--- src/rtl/assert_macros.svh ---
// Assertion macros for the RTL.
// No dependencies.
`ifndef ASSERT_MACROS_SVH
`define ASSERT_MACROS_SVH

// implication checked on the same edge
`define IAT_ASSERT_NOW(label, clk, rst_n, ante, cons) \
  label: assert property (@(posedge clk) disable iff (!rst_n) (ante) |-> (cons)) \
    else $error("assertion failed");

// implication checked on the following edge
`define IAT_ASSERT_NEXT(label, clk, rst_n, ante, cons) \
  label: assert property (@(posedge clk) disable iff (!rst_n) (ante) |=> (cons)) \
    else $error("assertion failed");

`endif

--- src/rtl/iat_div.sv ---
// Restoring unsigned divider, one quotient bit per cycle.
// Depends on nothing; used by the autocorrelation time core.
module iat_div #(
  parameter int NW = 80,
  parameter int DW = 64
) (
  input  logic          clk,
  input  logic          rst_n,
  input  logic          start,
  input  logic [NW-1:0] num,
  input  logic [DW-1:0] den,
  output logic          done,
  output logic [NW-1:0] quo
);
  localparam int CNTW = $clog2(NW + 1);

  logic [DW:0]     rem_r, rem_sh, rem_nxt;
  logic [NW-1:0]   quo_r, quo_nxt;
  logic [DW-1:0]   den_r;
  logic [CNTW-1:0] cnt_r;
  logic            run_r, done_r, ge;

  always_comb begin
    rem_sh  = {rem_r[DW-1:0], quo_r[NW-1]};
    ge      = rem_sh >= {1'b0, den_r};
    rem_nxt = ge ? rem_sh - {1'b0, den_r} : rem_sh;
    quo_nxt = {quo_r[NW-2:0], ge};
  end

  always_ff @(posedge clk) begin
    if (!rst_n) begin
      run_r  <= 1'b0;
      done_r <= 1'b0;
    end else begin
      done_r <= 1'b0;
      if (start) begin
        rem_r <= '0;
        quo_r <= num;
        den_r <= den;
        cnt_r <= CNTW'(NW);
        run_r <= 1'b1;
      end else if (run_r) begin
        rem_r <= rem_nxt;
        quo_r <= quo_nxt;
        cnt_r <= cnt_r - CNTW'(1);
        if (cnt_r == CNTW'(1)) begin
          run_r  <= 1'b0;
          done_r <= 1'b1;
        end
      end
    end
  end

  assign done = done_r;
  assign quo  = quo_r;
endmodule

--- config.mk ---
export PLATFORM = sky130hd
export DESIGN_NAME = iat_div
export DESIGN_NICKNAME = d
export VERILOG_FILES = /design/src/rtl/assert_macros.svh /design/src/rtl/iat_div.sv
export SDC_FILE = /design/constraint.sdc
export NUM_CORES = 1
export LEC_CHECK = 0
export BUFFER_PORTS_ARGS = -buffer_cell sky130_fd_sc_hd__buf_4
export CAP_MARGIN = 20
export CORE_AREA = 5 5 126 187
export CTS_BUF_LIST = sky130_fd_sc_hd__clkbuf_16
export DETAILED_ROUTE_END_ITERATION = 16
export DIE_AREA = 0 0 131 192
export PLACE_DENSITY = 0.88
export SYNTH_ARGS = -nofsm -noshare
export SYNTH_HDL_FRONTEND = slang
export SYNTH_SLANG_ARGS = --single-unit
export TNS_END_PERCENT = 30
--- constraint.sdc ---
create_clock -name clk -period 9.5 [get_ports clk]
set_input_delay 0.95 -clock clk [delete_from_list [all_inputs] [get_ports clk]]
set_output_delay 0.95 -clock clk [all_outputs]
set_load 0.05 [all_outputs]
# Word-level counts from Yosys, hierarchy flattened
# Cells that the tools add are included.
# word_totals
reg_bits,217
in_bits,147
out_inout_bits,81
elab_cells,25
# op_classes
add_sub_neg,2
magnitude_cmp,1
eq_ne,1
muxes,9
n_bitwise,2
reduce_logical,4
# ops
cell,n
$mux 80,2
$mux 64,2
$ge 65x64->1,1
$sub 64x64->64,1
$eq 7x1->1 const B,1
$mux 7,1
$sub 7x1->7 const B,1
$mux 1,4
$reduce_and 2->1,2
$reduce_or 3->1,1
$not 1->1,2
$reduce_bool 2->1,1

# Depth between registers and ports, before layout
# depth
ltp_word,4
mapped_depth,15
depth_no_buf,13

# Least setup slack after synthesis
# Ideal clock, no wire load.
# synth_timing
kind,in2reg
start,input port start
end,"register cnt_r[0], enable pin"
setup_time_ns,0.524
arrival_time_ns,4.922
required_ns,8.976
setup_slack_ns,4.053
path_stages,3
n_path_buf,2
cell_sequence,clkbuf_1 -> clkbuf_1 -> o21a_1
# synth_via
elab_chain_cells,2
# synth_rtl
item,line,source
from (decl),iat_div.sv:9,"input logic start,"
$reduce_bool 2->1 (no source line),n/a,
$reduce_and 2->1 (no source line),n/a,
to (signal assigned),iat_div.sv:40,cnt_r <= CNTW'(NW);
to (signal assigned),iat_div.sv:45,cnt_r <= cnt_r - CNTW'(1);
to (decl),iat_div.sv:20,logic [CNTW-1:0] cnt_r;
# No other way between the ends.
# A chain may end at the register's enable or synchronous reset.

# Final worst setup path
# layout_timing
start,register rem_r[7]
end,"register rem_r[63], data pin"
# layout_via
elab_chain_cells,3
word_cells_on_any_way,4
classes_between,1 x add/sub; 1 x order compare; 2 x mux
# layout_rtl
item,line,source
from (decl),iat_div.sv:17,"logic [DW:0] rem_r, rem_sh, rem_nxt;"
from (signal assigned),iat_div.sv:43,rem_r <= rem_nxt;
$sub 64x64->64 / $ge 65x64->1 (equally long branches),"iat_div.sv:26, iat_div.sv:25",
$mux 64 (*),iat_div.sv:26,"rem_nxt = ge ? rem_sh - {1'b0, den_r} : rem_sh;"
$mux 64 (*),iat_div.sv:42,end else if (run_r) begin
# Mark *: on every way between the ends. The rest lies on a longest branch, timed or not. The select of a mux whose other input is x is not followed.

==> results.md <==
- Worst-margin pin slew: between 1 and 1.5 ns
- DR vias/cell: 5.980
- Max Root-Sink Buffers: 3
- Root Buffer: clkbuf_16
- Power density cells: between 150 and 200 nW/um^2
- GRT Total Usage: 0.2602
- Cells after Synth: 1183
- H-tree depth: 1
- Dpl hpwl: ~24 mm
- Input/output buffers: 227
- CTS Buf Count: 23
- DRC violations left: 0
- Seq/Total Area, Yosys: 0.5094
- Count of different cell masters after synthesis: 73
- Die height: approximately 190 microns
- Core Area: between 20000 and 25000 sq um
- First-pass GRT wire length: roughly 52 mm
- #FFs+latches synth: 217
- Maximum vdd drop: ~0.15 mV
- Routability cong.: about 0.93
- Critical Path Fanout Max: between 100 and 150
- Clk slew on worst S/H paths: around 0.07 ns
- Outcome: finished, final reports clean
- Net Count, Synth: 1397
- MaxCap Viol Count: 0
- Mean post-synth cell area: around 11 sq um
- Flop pwr share: 0.398
- Hold Crit Class: reg -> reg
- CP most frequent cell: a31oi_1
- Ports: 228
- Post-cts gate resize count: 0
- Via count: approximately 10000
- Crit path kind: reg -> reg
- Worst Setup Start Kind: register
- Post-CTS setup buffers: 0
- Initial Util: 0.5894
- Die Wd: 131 microns
- Largest net degree at the start of global routing: slightly above 100
- Fmax: roughly 250 MHz
- Final instance area: 15430 sq um
- Per-cell routed wire length: ~20 microns
- Critical Path Max Stage Delay: roughly 0.82 ns
- Fill count: roughly 1600
- Clock Skews: around 0.017 ns
- Worst path cell trace: ha_1 > a21oi_1 > o21ai_0 > a221oi_1 > a31oi_1 > o211ai_2 > a31oi_2 > a31oi_4 > buf_4 > nor4b_1 > a31oi_1 > o311ai_0
- Top layer in use: met4
- DP Area: 14610 sq um
- # diodes: 0
- Combinational Power Share: 0.274
- Fin nets: 1597
- R2R depth: 12
- Relative slew slack: 0.2994
- Final period util: 0.4188
- Pre-Repair DR Iteration Count: 5
- Clock power frac: 0.328
- Mapped Area: approximately 13000 sq um
- Placed Cells: ~1600
- Crit path launch: rem_r[7]
- Vias in the first global route: around 10000
- CP required: approximately 10 ns
- Final Critical Period: a little under 4 ns
- Reg-to-Reg Start: rem_r[7]
- WHS Path Cells: 2
- TritonCTS clock tree: done
- Sw power: 0.9340 mW
- Post-synth top area cell: edfxtp_1
- Power Total: between 3 and 4 mW
- WL met2: around 17 mm
- Post-DRT Antenna Nets: 0
- DR iter-0 viols: approximately 780
- Gr ovfl total: 0
- Worst-Skew Late Latency: roughly 0.52 ns
- Synth async-reset ratio: 0
- Die ar.: 25150 sq um
- Fin cells: about 1700
- Top FF cell, synth: edfxtp_1
- Yosys warnings: 0
- Crit-path slowest cell: buf_4
- Layout cells sized above 1: 0.2623
- EDFF count, synth: roughly 220
- Switching share of power: 0.3097
- Row count: between 60 and 70
- WHS: roughly 0.46 ns
- Synth top area share: 0.5063
- Met3 routed WL: 2.949 mm
- Synth-to-layout area growth: 20.97%
- # hold bufs at CTS: 0
- Worst Min Path Start: run_r
- M1 wire length: between 10 and 15 mm
- RSZ-0062 raised after global routing: no
- CP arrival: roughly 4.2 ns
- Detailed Route WL: 33.10 mm
- Initial antenna violation count: 0
- Setup violations, final: 0
- CTS sink count: approximately 220
- Slew Viols, Final: 0
- Lkg Pwr: 6.376 nW
- Fin. Hold Viols: 0
- Internal power: approximately 2.1 mW
- Final TNS setup: 0 ns
- Area contributors post-synth: edfxtp_1, mux2_2, ha_1
- Crit end category: register
==> layer usage <==
layer  vias to the layer above  GRT usage
li1                       4737          -
met1                      4743     0.2889
met2                       422     0.4660
met3                        91    0.07624
met4                         0    0.09264
met5                         -          0
==> area by class of cell <==
| cell class | instances | area, sq um | area share |
|---|---|---|---|
| timing repair buffer | 231 | 1734 | 0.1124 |
| clock buffer | 23 | 575.6 | 0.03731 |
| clock inverter | 18 | 244.0 | 0.01582 |
| tap | 272 | 340.3 | 0.02206 |
| sequential | 217 | 6496 | 0.4211 |
| inverter | 95 | 356.6 | 0.02312 |
| multi-input combinational | 815 | 5679 | 0.3682 |
==> metrics by stage <==
stage | utilization | setup WS [ns]
after floorplan | - | 4.053
after CTS | 0.7130 | 5.558
after detailed placement | 0.6751 | 5.510
final | 0.7130 | 5.521
after global routing | 0.7130 | 5.212
after global placement | 0.6751 | 5.574
==> sequential cells by signal (all words and copies together), names as in the netlist <==
register	count
done	1
rem_r	64
run_r	1
quo	80
cnt_r	7
den_r	64
==> worst max-delay path: cells and delay by family (launching register included) <==
family / cells / cell delay [ns]
fa+ha+maj: 1 / 0.41
compound gates: 9 / 1.89
flops: 1 / 0.41
simple gates: 1 / 0.14
buf+inv: 1 / 0.82
==> path summary, 6_finish.rpt <==
check,slack (ns),endpoint
setup / recovery,5.52,rem_r[63]
hold reg to reg,0.46,done
setup reg to reg,5.52,rem_r[63]
hold / removal,0.46,done
==> layout by cell type, fill, tap and decap left out, drive strengths merged, types with 23 or more instances in the layout <==
cell | Yosys | final
a21o | 26 | 26
a21oi | 120 | 120
buf | 18 | 231
clkbuf | 38 | 23
edfxtp | 215 | 215
ha | 66 | 66
inv | 94 | 96
mux2 | 79 | 79
nand2 | 89 | 89
nand4 | 25 | 25
nor2 | 114 | 114
o21ai | 36 | 36
xnor2 | 33 | 33
xor2 | 25 | 25
==> logic make-up (layout without fill, tap and decap cells) <==
kind of cell,after synthesis,after routing,synth area share
muxes,87,87,0.07604
and+or+nand+nor,317,317,0.1140
DFF,217,217,0.5094
AOI/OAI and AO/OA,286,286,0.1478
buffers and inverters,151,367,0.04660
xor gates and xnor gates,58,58,0.03984
adders and majority gates,67,67,0.06633
==> synth_stat cells (3+ instances only) <==
master    instances
a311o_1           3
nand3b_1          3
edfxtp_1        215
a21oi_1         120
nand3_1          21
xor2_1           25
buf_1             4
and4_1            4
o21a_1            8
o31ai_1           7
o221ai_1          3
clkbuf_1         37
nand2b_1          7
a211oi_1          7
nor2_1          114
nand2_1          89
buf_2            12
inv_1            93
and3_1            9
nor2b_1           4
o21ai_0          34
or3_1             4
nor3_1           21
o211ai_1          8
mux2i_1           8
ha_1             66
a31oi_1          11
a21o_1           26
nor4_1            7
nand4_1          25
mux2_2           79
a221oi_1          3
xnor2_1          33
o21bai_1         21
==> power by group through the flow <==
| stage | combinational (mW) | sequential (mW) | clock, mW |
|---|---|---|---|
| floorplan | 0.529 | 1.28 | 0 |
| global placement | 0.793 | 1.22 | 0 |
| detailed placement | 0.815 | 1.22 | 0 |
| CTS | 0.820 | 1.20 | 1.00 |
| global route | 0.902 | 1.21 | 1.05 |
| finish | 0.826 | 1.20 | 0.990 |
No activity file was read; power rests on OpenSTA's default activity.
